[config.mk]
export PLATFORM = sky130hd
export DESIGN_NAME = btpc_temp
export DESIGN_NICKNAME = d
export VERILOG_FILES = /design/src/hdl/baro_temp_press_compensation_top_assert.svh /design/src/hdl/btpc_pkg.sv /design/src/hdl/btpc_temp.sv
export SDC_FILE = /design/constraint.sdc
export NUM_CORES = 2
export LEC_CHECK = 0
export BUFFER_PORTS_ARGS = -buffer_cell sky130_fd_sc_hd__buf_2
export CAP_MARGIN = 20
export CORE_AREA = 2 2 310 312
export CTS_CLUSTER_SIZE = 20
export DETAILED_ROUTE_END_ITERATION = 12
export DIE_AREA = 0 0 312 314
export GPL_TIMING_DRIVEN = 0
export PLACE_DENSITY = 0.8
export SETUP_SLACK_MARGIN = 0.5
export SLEW_MARGIN = 5
export SYNTH_ARGS = -nofsm -noshare
export SYNTH_HDL_FRONTEND = slang
export SYNTH_SLANG_ARGS = --single-unit
[constraint.sdc]
create_clock -name clock -period 8.2 [get_ports clock]
set_clock_uncertainty 0.15 [all_clocks]
set_input_delay 0.82 -clock clock [delete_from_list [all_inputs] [get_ports clock]]
set_output_delay 0.82 -clock clock [all_outputs]
set_load 0.005 [all_outputs]
[src/hdl/baro_temp_press_compensation_top_assert.svh]
// Assertion macros for the barometric compensation block.
// Used by the top level only; expects signals named clock and reset in scope.
`ifndef BARO_TEMP_PRESS_COMPENSATION_TOP_ASSERT_SVH
`define BARO_TEMP_PRESS_COMPENSATION_TOP_ASSERT_SVH

// Same-cycle implication, checked outside reset
`define BTPC_ASSERT_IMP(name, ante, cons, msg) \
   name: assert property (@(posedge clock) disable iff (reset) (ante) |-> (cons)) \
      else $error(msg);

// Next-cycle implication, checked outside reset
`define BTPC_ASSERT_NXT(name, ante, cons, msg) \
   name: assert property (@(posedge clock) disable iff (reset) (ante) |=> (cons)) \
      else $error(msg);

`endif

[src/hdl/btpc_pkg.sv]
// Shared types and constants for the barometric compensation block.
// No dependencies; imported by every module of the block.
package btpc_pkg;

   // Register indexes on the configuration port
   localparam logic [1:0] REG_TEMP_CALIB = 2'd0;
   localparam logic [1:0] REG_PRESS_LOW  = 2'd1;
   localparam logic [1:0] REG_PRESS_MID  = 2'd2;
   localparam logic [1:0] REG_PRESS_HIGH = 2'd3;

   localparam logic signed [60:0] TEMP_OUT_MAX = 61'sd8388607;
   localparam logic signed [60:0] TEMP_OUT_MIN = -61'sd8388608;
   localparam logic signed [60:0] T_INT_MAX    = 61'sd134217727;
   localparam logic signed [60:0] T_INT_MIN    = -61'sd134217728;
   localparam logic signed [16:0] P_OFFSET     = 17'sd16384;

   // Pressure limit before the divide by 100 (100 * 2^27)
   localparam logic signed [57:0] SAT_LIMIT     = 58'sd13421772800;
   localparam logic [26:0]        PRESS_OUT_MAX = 27'h7FFFFFF;
   // Reciprocal of 25 for a 32-bit dividend: ceil(2^37 / 25)
   localparam logic [32:0]        RECIP_25      = 33'd5497558139;
   localparam int                 RECIP_SHIFT   = 37;

   typedef struct packed {
      logic [15:0]        t1;
      logic [15:0]        t2;
      logic signed [7:0]  t3;
      logic signed [15:0] p1;
      logic signed [15:0] p2;
      logic signed [7:0]  p3;
      logic signed [7:0]  p4;
      logic [15:0]        p5;
      logic [15:0]        p6;
      logic signed [7:0]  p7;
      logic signed [7:0]  p8;
      logic signed [15:0] p9;
      logic signed [7:0]  p10;
      logic signed [7:0]  p11;
   } calib_type;

endpackage

[src/hdl/btpc_temp.sv]
// Temperature stages: quadratic in the raw reading, output and clamped internal value.
// Depends on btpc_pkg for the calibration struct and limits.
module btpc_temp import btpc_pkg::*; #(
   parameter int FRAC_BITS = 16
) (
   input  logic               clock,
   input  logic               reset,
   input  logic               adv,
   input  logic               in_valid,
   input  logic [23:0]        press_raw,
   input  logic [23:0]        temp_raw,
   input  calib_type          calib,
   output logic               out_valid,
   output logic signed [27:0] t_out,
   output logic signed [23:0] tq_out,
   output logic [23:0]        pr_out
);

   localparam int TQ_SHIFT = 48 - FRAC_BITS;

   logic [3:0] valid_ff;
   logic [23:0] pr_ff [4];

   logic signed [24:0] d_ff, d_in;
   logic signed [41:0] dt2_ff, dt2_in;
   logic signed [49:0] dd_ff, dd_in;
   logic signed [60:0] t48_ff, t48_in;
   logic signed [57:0] ddt3;
   logic signed [60:0] tq_full, t_full;
   logic signed [27:0] t_ff, t_in;
   logic signed [23:0] tq_ff, tq_in;

   always_comb begin
      d_in   = $signed({1'b0, temp_raw}) - $signed({1'b0, calib.t1, 8'd0});
      dt2_in = d_ff * $signed({1'b0, calib.t2});
      dd_in  = d_ff * d_ff;
      ddt3   = dd_ff * calib.t3;
      t48_in = (61'(dt2_ff) <<< 18) + 61'(ddt3);

      // Saturate the output temperature
      tq_full = t48_ff >>> TQ_SHIFT;
      if (tq_full > TEMP_OUT_MAX) begin
         tq_in = TEMP_OUT_MAX[23:0];
      end else if (tq_full < TEMP_OUT_MIN) begin
         tq_in = TEMP_OUT_MIN[23:0];
      end else begin
         tq_in = tq_full[23:0];
      end

      // Clamp the 20-fraction-bit temperature used for pressure
      t_full = t48_ff >>> 28;
      if (t_full > T_INT_MAX) begin
         t_in = T_INT_MAX[27:0];
      end else if (t_full < T_INT_MIN) begin
         t_in = T_INT_MIN[27:0];
      end else begin
         t_in = t_full[27:0];
      end
   end

   // Advance valid bits
   always_ff @(posedge clock) begin
      if (reset) begin
         valid_ff <= '0;
      end else if (adv) begin
         valid_ff <= {valid_ff[2:0], in_valid};
      end
   end

   // Advance payload
   always_ff @(posedge clock) begin
      if (adv) begin
         d_ff     <= d_in;
         dt2_ff   <= dt2_in;
         dd_ff    <= dd_in;
         t48_ff   <= t48_in;
         t_ff     <= t_in;
         tq_ff    <= tq_in;
         pr_ff[0] <= press_raw;
         for (int i = 1; i < 4; i++) begin
            pr_ff[i] <= pr_ff[i-1];
         end
      end
   end

   assign out_valid = valid_ff[3];
   assign t_out     = t_ff;
   assign tq_out    = tq_ff;
   assign pr_out    = pr_ff[3];

endmodule

* Word-level counts from Yosys, hierarchy flattened *
Memory sizes are Yosys's and may differ from the RTL's.
Cells that the tools add are included.
Widths: inputs -> output; s select.

storage, ports and cells
  bits in registers = 234
  memory bits (writable) = 96
  bits of input ports = 220
  output and inout bits = 77
  word-level logic and storage cells = 21
  memories = 1

operators by class
  add/subtract/negate cells = 2
  multiply operators = 3
  $lt $le $gt $ge = 4
  multiplexer cells = 4

memory list
  memory  depth  bits a word  read ports  clocked after memory_dff  wr ports  RTL line         text
  pr_ff   4      24           4           0                         4         btpc_temp.sv:22  logic [23:0] pr_ff [4];

operators with widths
  kind                  count
  $add 60x58->61        1
  $mul 50x8->58         1
  $mul 25x25->50        1
  $mul 25x17->42        1
  $gt 33x28->1 const B  1
  $lt 33x28->1 const B  1
  $gt 29x24->1 const B  1
  $lt 29x24->1 const B  1
  $mux 28               1
  $sub 24x24->25        1
  $mux 24               1
  $mux 1                2

* Logic depth before layout (Yosys ltp) *
  word-level depth = 2
  mapped depth = 29
  gate-level depth less buffers = 27

* Least setup slack after synthesis *
OpenSTA, ideal clock, no wires.

  kind = register -> register
  start point = register d_ff[15]
  end point = register dd_ff[47], data pin
  library setup time = 0.258 ns
  arrival = 7.004 ns
  required time = 7.792 ns
  setup slack = 0.788 ns
  cell stages (with the launch flop) = 30
  path buffers = 3
  period minus slack after synthesis = 7.412 ns
  path through = edfxtp_1 clkbuf_1 clkbuf_1 nand2_1 fa_1 inv_1 fa_1 inv_1 fa_1 inv_1 fa_1 inv_1 fa_1 inv_1 fa_1 inv_1 fa_1 inv_1 ha_1 clkbuf_1 nand2_1 nor2_1 and3_1 o211ai_2 a31oi_1 a22o_1 o211ai_1 o31ai_1 a31oi_1 xnor2_1

on the way
  word-level cells in the longest chain between the ends = 1

RTL lines
  what                    RTL line         text
  from (decl)             btpc_temp.sv:24  logic signed [24:0] d_ff, d_in;
  from (signal assigned)  btpc_temp.sv:73  d_ff <= d_in;
  $mul 25x25->50          btpc_temp.sv:36  dd_in = d_ff * d_ff;
  via dd_in[47]           btpc_temp.sv:26  logic signed [49:0] dd_ff, dd_in;
  to (signal assigned)    btpc_temp.sv:75  dd_ff <= dd_in;
  to (decl)               btpc_temp.sv:26

The timed path passes the listed nets, and every way through them passes these cells.
A chain may end at the register's enable or synchronous reset.

* Final worst setup path *
  start point = register d_ff[2]
  end point = register dd_ff[47], data pin

Same word-level chain as after synthesis.

==> metrics <==
post-detail-place hpwl=129700 um; startpoint types=flop; gr ovfl total=0; Port Buf Inserts=about 160; vias in the first global route=42401; htree depth=1; first-pass iteration count of the detailed router=6; detailed-route via count=39641; global-route wire length before repair=242000 um; RSZ-0062 raised after global routing=yes; Routed WL=156300 um; clk sinks=301; Global Route met1 Usage=a little over two fifths; critical path type=reg2reg; Min Hold Slack=232.7 ps; Seq/Total Area, Yosys=15.49%; fraction of layout cells with a size suffix above 1=7.659%; largest net degree at the start of global routing=107; cts bufs inserted=29; most common cell after layout, fill and taps aside=inv_1; CP Capture Type=flop; initial DRC count=3646; min Tclk post-route=roughly 7600 ps; Worst-Skew Late Latency=620 ps; DIE AREA=97970 um2; DR WL/cell=21.60 um; Syn Area/Cell=10.19 um2; synthesized flop and latch total=between 300 and 400; final instance area=roughly 63000 um2; initial antenna violation count=8; Cell variety after synth=76; outcome=completed; Clock Tree Root=clkbuf_16; routability congestion estimate=1.012; Fmax=between 100 and 150 MHz; Reg area=8999 um2; Syn Inst Count=approximately 5700; ys flop type=edfxtp_1; clk buf depth=3; data required time of the worst path=roughly 8400 ps; CTS tree=yes; Max Slew Vio Count=0; busiest layer in global routing=met2; final period utilization=93.06%; nets@finish=7876; starting density of the core=between 60 and 70%; Antenna Violating Nets Remaining=0; most frequent cells in the layout=inv_1 (1545), fa_1 (1345), nand2_1 (620); I/O pins=297; worst slew pin tran=1054 ps; Synth Warn #=0; most used cell, CP=fa_1; Fin. Hold Viols=0; max cap viols=0; max incr delay on CP=570 ps; Area after DPL=60500 um2; Fill cells=7392; Via density=5.479; gr usage total=32.93%; Fin Setup TNS=0 ps; CP max stage cell=fa_1; Synth async-reset ratio=0%; DIE WIDTH=around 310 um; num rows=113; area of the multi-input gates=42920 um2; clk slew on worst S/H paths=around 60 ps; arrival time at the worst endpoint=7820 ps; Post-synth EDFFs=297; DR DRC count=0; endpoints failing setup=0; area of the core=94450 um2; Worst slew margin=29.11%; grt met3 use=7.694%; Worst Path Max Fanout=10; Netlist Area Pre-Place=58080 um2; CTS Hold Buffers Added=0; met2 Use GR=53.15%; syn nets=7631; Chip Height=roughly 310 um; Worst Hold Class=in2reg; Area growth syn-to-layout=8.247%
-- stage by stage --
step           util, %  setup slack [ps]  cells
2_1_floorplan        -             787.5   5701
3_3_place_gp     63.99             -1228   7121
3_5_place_dp     64.06             -1283   7123
4_1_cts          65.92             476.2   7206
5_1_grt          66.56             372.7   7232
6_report         66.57             569.0   7235
-- metal layers --
metal | vias up | wire, um | part of all wire (%)
met2 | 1952 | 71960 | 46
li1 | 17254 | - | -
met5 | - | 15 | 0.0096
met1 | 20008 | 59900 | 38
met4 | 2 | 8353 | 5.3
met3 | 425 | 16030 | 10
-- cell usage after synthesis (all sizes together) (5+ instances only) --
library cell | n | area, um2
a21boi | 6 | 45.05
fa | 1353 | 27090
o211ai | 8 | 65.06
a31o | 5 | 43.79
and2 | 467 | 2922
nand2b | 61 | 381.6
a221oi | 6 | 52.55
o21ai | 53 | 272.8
a211oi | 9 | 67.56
mux2i | 5 | 50.05
o21bai | 19 | 142.6
and3 | 14 | 87.58
nand2 | 624 | 2342
o31ai | 6 | 45.04
nand3 | 19 | 95.09
xor2 | 47 | 411.6
a31oi | 16 | 100.1
nor2b | 26 | 162.7
nand4 | 18 | 112.6
a21o | 112 | 843.3
a211o | 7 | 62.56
xnor2 | 110 | 963.4
nor2 | 104 | 390.4
inv | 1551 | 5822
o21a | 19 | 157.7
a21oi | 97 | 489.2
nor3 | 22 | 110.1
ha | 357 | 4467
clkbuf | 197 | 739.5
edfxtp | 297 | 8919
or2 | 5 | 31.28
-- flip-flops by register name, indices dropped and copies added, names as in the netlist --
name      count
tq_out       24
dt2_ff       42
t48_ff       33
pr_ff        96
t_out        28
d_ff         25
dd_ff        49
valid_ff      4
-- kinds of logic after synthesis --
group / after synthesis / share of synthesized area, %
flip-flops: 301 / 15.49
AND/OR/NAND/NOR: 1379 / 11.68
AO/OA/AOI/OAI: 397 / 4.709
buffers and inverters: 1749 / 11.30
XOR/XNOR: 157 / 2.368
adder cells (fa/ha/maj): 1710 / 54.33
other: 2 / 0.01293
multiplexers: 6 / 0.1056
-- path summary, 6_finish.rpt --
path / start / end / slack [ps] / cells after the start
worst min register to register: pr_ff[1][22]$_DFFE_PP_ / pr_ff[2][22]$_DFFE_PP_ / 270 / 0
worst max-delay path: d_ff[2]$_DFFE_PP_ / dd_ff[47]$_DFFE_PP_ / 570 / 27
worst max register to register: d_ff[2]$_DFFE_PP_ / dd_ff[47]$_DFFE_PP_ / 570 / 27
worst min-delay path: temp_raw[5] / d_ff[5]$_DFFE_PP_ / 230 / 1
-- worst max-delay path: cells and delay by family (launching register included) --
kind,cells,cell delay [ps]
flops,1,530
compound gates,6,1170
simple gates,4,560
buf+inv,8,790
fa+ha+maj,8,3990
xor+xnor,1,140
-- timing repair --
item / 4_1_cts / 5_1_grt
buffers inserted: 31 / 26
pin swaps: 7 / 31
gates resized for setup: 191 / 196
setup endpoints to repair: 59 / 31
cloned: 0 / 0
-- final cells by class --
| cell class | instances | area share [%] |
|---|---|---|
| diodes | 3 | 0.01194 |
| well taps | 1265 | 2.518 |
| multi-input cells | 3651 | 68.27 |
| clock inverters | 19 | 0.3881 |
| clock buffers | 33 | 1.178 |
| plain buffers | 198 | 1.996 |
| repair buffers | 214 | 2.030 |
| flip-flops and latches | 301 | 14.31 |
| inverters | 1551 | 9.290 |
Power is not shown: default switching activity piles up to over one toggle a cycle in this logic, so the estimate is an artifact.
