`src/hdl/baro_temp_press_compensation_top_assert.svh`:
```
// Assertion macros for the barometric compensation block.
// Used by the top level only; expects signals named clock and reset in scope.
`ifndef BARO_TEMP_PRESS_COMPENSATION_TOP_ASSERT_SVH
`define BARO_TEMP_PRESS_COMPENSATION_TOP_ASSERT_SVH

// Same-cycle implication, checked outside reset
`define BTPC_ASSERT_IMP(name, ante, cons, msg) \
   name: assert property (@(posedge clock) disable iff (reset) (ante) |-> (cons)) \
      else $error(msg);

// Next-cycle implication, checked outside reset
`define BTPC_ASSERT_NXT(name, ante, cons, msg) \
   name: assert property (@(posedge clock) disable iff (reset) (ante) |=> (cons)) \
      else $error(msg);

`endif

```
`src/hdl/btpc_pkg.sv`:
```
// Shared types and constants for the barometric compensation block.
// No dependencies; imported by every module of the block.
package btpc_pkg;

   // Register indexes on the configuration port
   localparam logic [1:0] REG_TEMP_CALIB = 2'd0;
   localparam logic [1:0] REG_PRESS_LOW  = 2'd1;
   localparam logic [1:0] REG_PRESS_MID  = 2'd2;
   localparam logic [1:0] REG_PRESS_HIGH = 2'd3;

   localparam logic signed [60:0] TEMP_OUT_MAX = 61'sd8388607;
   localparam logic signed [60:0] TEMP_OUT_MIN = -61'sd8388608;
   localparam logic signed [60:0] T_INT_MAX    = 61'sd134217727;
   localparam logic signed [60:0] T_INT_MIN    = -61'sd134217728;
   localparam logic signed [16:0] P_OFFSET     = 17'sd16384;

   // Pressure limit before the divide by 100 (100 * 2^27)
   localparam logic signed [57:0] SAT_LIMIT     = 58'sd13421772800;
   localparam logic [26:0]        PRESS_OUT_MAX = 27'h7FFFFFF;
   // Reciprocal of 25 for a 32-bit dividend: ceil(2^37 / 25)
   localparam logic [32:0]        RECIP_25      = 33'd5497558139;
   localparam int                 RECIP_SHIFT   = 37;

   typedef struct packed {
      logic [15:0]        t1;
      logic [15:0]        t2;
      logic signed [7:0]  t3;
      logic signed [15:0] p1;
      logic signed [15:0] p2;
      logic signed [7:0]  p3;
      logic signed [7:0]  p4;
      logic [15:0]        p5;
      logic [15:0]        p6;
      logic signed [7:0]  p7;
      logic signed [7:0]  p8;
      logic signed [15:0] p9;
      logic signed [7:0]  p10;
      logic signed [7:0]  p11;
   } calib_type;

endpackage

```
`src/hdl/btpc_csr.sv`:
```
// Calibration register file on an APB-style port.
// Depends on btpc_pkg for register indexes and the calibration struct.
module btpc_csr import btpc_pkg::*; (
   input  logic        clock,
   input  logic        reset,
   input  logic        csr_psel,
   input  logic        csr_penable,
   input  logic        csr_pwrite,
   input  logic [4:0]  csr_paddr,
   input  logic [63:0] csr_pwdata,
   output logic [63:0] csr_prdata,
   output calib_type   calib
);

   logic [39:0] temp_calib_ff;
   logic [47:0] press_low_ff;
   logic [31:0] press_mid_ff;
   logic [47:0] press_high_ff;
   logic [1:0]  index;
   logic        wr_en;

   assign index = csr_paddr[4:3];
   assign wr_en = csr_psel & csr_penable & csr_pwrite;

   // Write on the access cycle of a transfer
   always_ff @(posedge clock) begin
      if (reset) begin
         temp_calib_ff <= '0;
         press_low_ff  <= '0;
         press_mid_ff  <= '0;
         press_high_ff <= '0;
      end else if (wr_en) begin
         unique case (index)
            REG_TEMP_CALIB: temp_calib_ff <= csr_pwdata[39:0];
            REG_PRESS_LOW:  press_low_ff  <= csr_pwdata[47:0];
            REG_PRESS_MID:  press_mid_ff  <= csr_pwdata[31:0];
            REG_PRESS_HIGH: press_high_ff <= csr_pwdata[47:0];
            default: ;
         endcase
      end
   end

   // Read back
   always_comb begin
      unique case (index)
         REG_TEMP_CALIB: csr_prdata = {24'd0, temp_calib_ff};
         REG_PRESS_LOW:  csr_prdata = {16'd0, press_low_ff};
         REG_PRESS_MID:  csr_prdata = {32'd0, press_mid_ff};
         REG_PRESS_HIGH: csr_prdata = {16'd0, press_high_ff};
         default:        csr_prdata = '0;
      endcase
   end

   // Unpack the calibration fields
   always_comb begin
      calib.t1  = temp_calib_ff[15:0];
      calib.t2  = temp_calib_ff[31:16];
      calib.t3  = temp_calib_ff[39:32];
      calib.p1  = press_low_ff[15:0];
      calib.p2  = press_low_ff[31:16];
      calib.p3  = press_low_ff[39:32];
      calib.p4  = press_low_ff[47:40];
      calib.p5  = press_mid_ff[15:0];
      calib.p6  = press_mid_ff[31:16];
      calib.p7  = press_high_ff[7:0];
      calib.p8  = press_high_ff[15:8];
      calib.p9  = press_high_ff[31:16];
      calib.p10 = press_high_ff[39:32];
      calib.p11 = press_high_ff[47:40];
   end

endmodule

```
`config.mk`:
```
export PLATFORM = sky130hd
export DESIGN_NAME = btpc_csr
export DESIGN_NICKNAME = d
export VERILOG_FILES = /design/src/hdl/baro_temp_press_compensation_top_assert.svh /design/src/hdl/btpc_pkg.sv /design/src/hdl/btpc_csr.sv
export SDC_FILE = /design/constraint.sdc
export NUM_CORES = 1
export LEC_CHECK = 0
export ABC_CLOCK_PERIOD_IN_PS = 1500
export BUFFER_PORTS_ARGS = -buffer_cell sky130_fd_sc_hd__buf_2
export CAP_MARGIN = 20
export CORE_ASPECT_RATIO = 1.75
export CORE_MARGIN = 2
export CORE_UTILIZATION = 39
export CTS_BUF_LIST = sky130_fd_sc_hd__clkbuf_16
export CTS_CLUSTER_DIAMETER = 200
export DETAILED_ROUTE_END_ITERATION = 8
export GPL_TIMING_DRIVEN = 0
export HOLD_SLACK_MARGIN = 0.05
export PLACE_DENSITY = 0.69
export SYNTH_ARGS = -nofsm -noshare
export SYNTH_HDL_FRONTEND = slang
export SYNTH_SLANG_ARGS = --single-unit
```
`constraint.sdc`:
```
create_clock -name clock -period 1.5 [get_ports clock]
set_clock_uncertainty 0.2 [all_clocks]
set_input_delay 0.225 -clock clock [delete_from_list [all_inputs] [get_ports clock]]
set_output_delay 0.225 -clock clock [all_outputs]
set_load 0.1 [all_outputs]
```
Word level (Yosys, flattened, before mapping)
Cells that the tools add are included.
Storage, ports and cells
  flip-flop bits (word level): 168
  bits in latches: 0
  bits in writable memories: 0
  memory bits (read-only): 0
  output and inout port bits: 232
  word-level logic and storage cells: 15
  memories: 0
Cells by class
  add/sub/neg operators: 0
  $mul: 0
  div/mod/pow operators: 0
  order comparisons: 0
  eq/ne operators: 3
  shift operators: 0
  muxes and demuxes: 1
  bitwise operators: 2
  reduce and logical (&&, ||, !) cells: 5
Operator list (count)
  one-hot mux 64 bit (4 select lines): 1
  AND reduction 2 bit: 4
  == test 2 bit, second input constant: 2
  AND 1 bit: 2
  == test 2 x 1 -> 1 bit, second input constant: 1
  logical NOT 2 bit: 1

Longest topological paths before layout
  depth after elaboration: 3
  mapped depth: 7
  mapped depth without buffers: 3

Worst setup path after synthesis
OpenSTA, ideal clock, no wires.
  kind: flip-flop to output port
  start: reg press_low_ff[32]
  end: out csr_prdata[32]
  arrival: 3.245 ns
  data required time: 1.075 ns
  setup slack: -2.170 ns
  stages on the path, launching flop included: 3
  cell sequence: dfxtp_1 > mux2i_1 > o21ai_0
Between the ends
  longest elaborated chain between the ends: 1
RTL lines
  start, declared: line btpc_csr.sv:16  | logic [47:0] press_low_ff;
  start signal, assigned: line btpc_csr.sv:35  | REG_PRESS_LOW: press_low_ff <= csr_pwdata[47:0];
  one-hot mux 64 bit (4 select lines): line btpc_csr.sv:45  | unique case (index)
  end, declared: line btpc_csr.sv:11  | output logic [63:0] csr_prdata,
Every way passes these cells. The select of a mux whose other input is x is not followed.

Worst setup path in the final report
  start: reg press_high_ff[28]
  end: out csr_prdata[28]
Between the ends
  longest elaborated chain between the ends: 1
RTL lines
  start, declared: line btpc_csr.sv:18  | logic [47:0] press_high_ff;
  start signal, assigned: line btpc_csr.sv:37  | REG_PRESS_HIGH: press_high_ff <= csr_pwdata[47:0];
  one-hot mux 64 bit (4 select lines): line btpc_csr.sv:45
Every way passes these cells. The select of a mux whose other input is x is not followed.

==> impl_metrics.json <==
{
  "num-nets-final": 1173,
  "routed_wire_length_per_instance_um": 21.5,
  "worstPathCellList": "mux4_2, buf_12",
  "run_status": "finished with violations",
  "cts.hold.buffers_added": 48,
  "rows": 69,
  "post_synth.cell_area_avg_um2": 11.2,
  "startpoint": "press_high_ff[28]",
  "hold_path.class": "in2reg",
  "power.share.sequential": 0.412,
  "portBuffers": 267,
  "clock-sinks": 168,
  "timing.critical_path.to_type": "output pin",
  "cts.htree.levels": 4,
  "final_common_cell": "nand2b_1",
  "dieHeight_um": 193,
  "critical_path_arrival_ns": 1.49,
  "layout-area-overhead-vs-synth_pct": 78.4,
  "start_util": 0.394,
  "worstHoldStart": "csr_paddr[3]",
  "rsz_0062_raised_after_global_routing": "true",
  "tightest_slew_ns": 0.589,
  "critical_path.max_stage_delay_ns": 0.52,
  "clockPowerShare": 0.406,
  "hold_violations": 0,
  "placed_cells": 1236,
  "core_area_mm2": 0.0201,
  "static-leakage-power_uw": 0.00626,
  "power.density_cell_area_mw_per_mm2": 745,
  "final_critical_path_setup_slack_ns": -0.419,
  "final-max-slew-violation-count": 0,
  "regToRegEndpoint": "press_high_ff[28]",
  "timing.final.crit_period_ns": 1.92,
  "dp_slack_ns": -0.549,
  "mappedNetlistArea_mm2": 0.00792,
  "path_delay_family": "multiplexers",
  "vias": 6891,
  "ff2ff_path_depth": 4,
  "grt.overflow.total": 0,
  "stdcell_count": 1361,
  "cell_internal_pwr_uw": 7380,
  "power_switching_uw": 3150,
  "timing.max_slew.rel_slack": 0.608,
  "setup_tns_ns": -14.71,
  "logic_gate_share_of_total_power": 0.182,
  "grt_max_degree": 17,
  "unique_cell_type_count_in_the_yosys_netlist": 20,
  "min_to": "temp_calib_ff[29]",
  "clock_pin_slew_of_the_registers_on_the_worst_case_setup_and_hold_paths_ns": 0.07,
  "routed_wirelength_mm": 29.3,
  "worst-path-stages": 2,
  "most-common-layout-cells": "nand2b_1, buf_6, mux2i_1, dfxtp_4, buf_12",
  "floorplan.die_area_mm2": 0.0215,
  "yosys_register_bits": 168,
  "post-dp-hpwl_mm": 18.4,
  "largest_area_contributor_in_the_netlist": "dfxtp_1",
  "place_congestion": 0.778,
  "drt-initial-drc-count": 209,
  "critPathSlowestCell": "mux4_2",
  "worstPathRequired_ns": 1.07,
  "postPlaceCellArea_mm2": 0.0105,
  "detailedRoute.firstPassIterationCount": 4,
  "die_width_um": 112,
  "failed_checks": "setup timing",
  "power_uw": 10500,
  "ff2ff_setup_slack_ns": 0.46,
  "finish.instance_area_mm2": 0.0141,
  "timing_worst_setup_path_type": "reg2out",
  "timing.hold.worst_path_depth": 4,
  "residual_drc": 0,
  "critical_path.max_fanout": 2,
  "max_cap_viol_count": 0,
  "maxClockFrequency_mhz": 521,
  "layout-drive-gt1-share": 0.566,
  "start_kind": "register",
  "cts_tree": "yes",
  "reg2reg_from": "press_high_ff[28]",
  "total_clock_buffers_created_by_cts": 17,
  "synthCells": 706,
  "fin_crit_sh": 1.28,
  "ctsRootBufferMaster": "clkbuf_16",
  "antenna_found_initial": 1,
  "clkLatencyLatePin_ns": 0.43,
  "boundary_pins": 306,
  "final-setup-viol-count": 60,
  "clock_path_buffers": 2,
  "drt-vias-per-instance": 5.06,
  "drt.antenna.violating_nets": 0,
  "switching_share": 0.299,
  "power.ir.vdd_worst_uv": 624,
  "critPathBufInv": 1,
  "ys.warnings.count": 0,
  "post_synth_main_area_contributors": "dfxtp_1, mux2i_1, nand2b_1, mux4_2, buf_4",
  "synth_top_cell_area_share": 0.425,
  "grt_pass1_vias": 7022,
  "grt_usage": 0.250,
  "synth_seq_area_share": 0.425,
  "grt_first_pass_wirelength_mm": 41.1
}
-- stage by stage --
step	hold WS, ns	util
after floorplan	0.190	-
after global placement	0.271	0.520
after detailed placement	0.273	0.520
after CTS	0.00971	0.659
after global routing	0.0277	0.702
final	0.0257	0.702
-- flip-flops by register name (all words and copies together) (netlist names) --
name,count
press_high_ff,48
press_low_ff,48
press_mid_ff,32
temp_calib_ff,40
-- power by group through the flow --
stage	clock network, uW	registers [uW]	logic (uW)
after floorplan	0	4830	829
after global placement	0	4420	1570
after detailed placement	0	4420	1570
after CTS	4350	4330	1830
after global routing	4540	4340	1980
final	4280	4340	1920
-- metal layers --
| layer | up-vias | global-route usage | wire (um) |
|---|---|---|---|
| li1 | 3175 | - | - |
| met2 | 268 | 0.474 | 16500 |
| met5 | - | 0 | 0 |
| met4 | 0 | 0.109 | 988 |
| met3 | 58 | 0.0487 | 1210 |
| met1 | 3390 | 0.265 | 10600 |
-- area by class of cell --
| class | instances | area [um^2] |
|---|---|---|
| buffer | 72 | 557 |
| timing repair buffer | 359 | 4210 |
| multi-input combinational | 481 | 4510 |
| sequential | 168 | 3970 |
| clock buffer | 17 | 425 |
| fill | 1367 | 5980 |
| tap | 248 | 310 |
| clock inverter | 15 | 139 |
| antenna | 1 | 2.50 |
-- worst min-delay path: stages --
cell and delay [ns]:
buf_8 0.10, or3_4 0.12, buf_6 0.10, mux2i_1 0.06
-- kinds of logic (layout without fill, tap and decap cells) --
| family | count (synthesis) | after routing | share of synthesized area |
|---|---|---|---|
| mux | 216 | 216 | 0.324 |
| buf+inv | 72 | 463 | 0.0569 |
| flops | 168 | 168 | 0.425 |
| other cells | 1 | 17 | 0.000474 |
| compound gates | 8 | 8 | 0.00506 |
| simple gates | 241 | 241 | 0.189 |
-- synth_stat cells, drive strengths merged --
master / number
nor3b: 1
nand2b: 216
nand3b: 2
nand3: 1
nand2: 9
nor3: 1
conb: 1
nor2b: 8
o21ai: 8
clkbuf: 23
and2: 1
mux4: 32
dfxtp: 168
or3: 1
mux2i: 184
and3: 1
buf: 49
-- how the worst max path moves through the flow --
stage                   endpoint  slack [ns]
3_3_place_gp    temp_calib_ff[9]       -0.55
5_1_grt           csr_prdata[28]       -0.45
3_5_place_dp   temp_calib_ff[14]       -0.55
6_report          csr_prdata[28]       -0.42
4_1_cts           csr_prdata[28]       -0.43
2_1_floorplan     csr_prdata[32]       -0.31
-- what timing repair did --
action                                  CTS  global route
setup buffers                             8            38
resized for setup                       487           159
pin swaps                                 8             0
hold endpoints to repair                168             2
gates cloned                              1             0
endpoints found under the setup margin  299           142
Power figures use the tool's default switching activity.
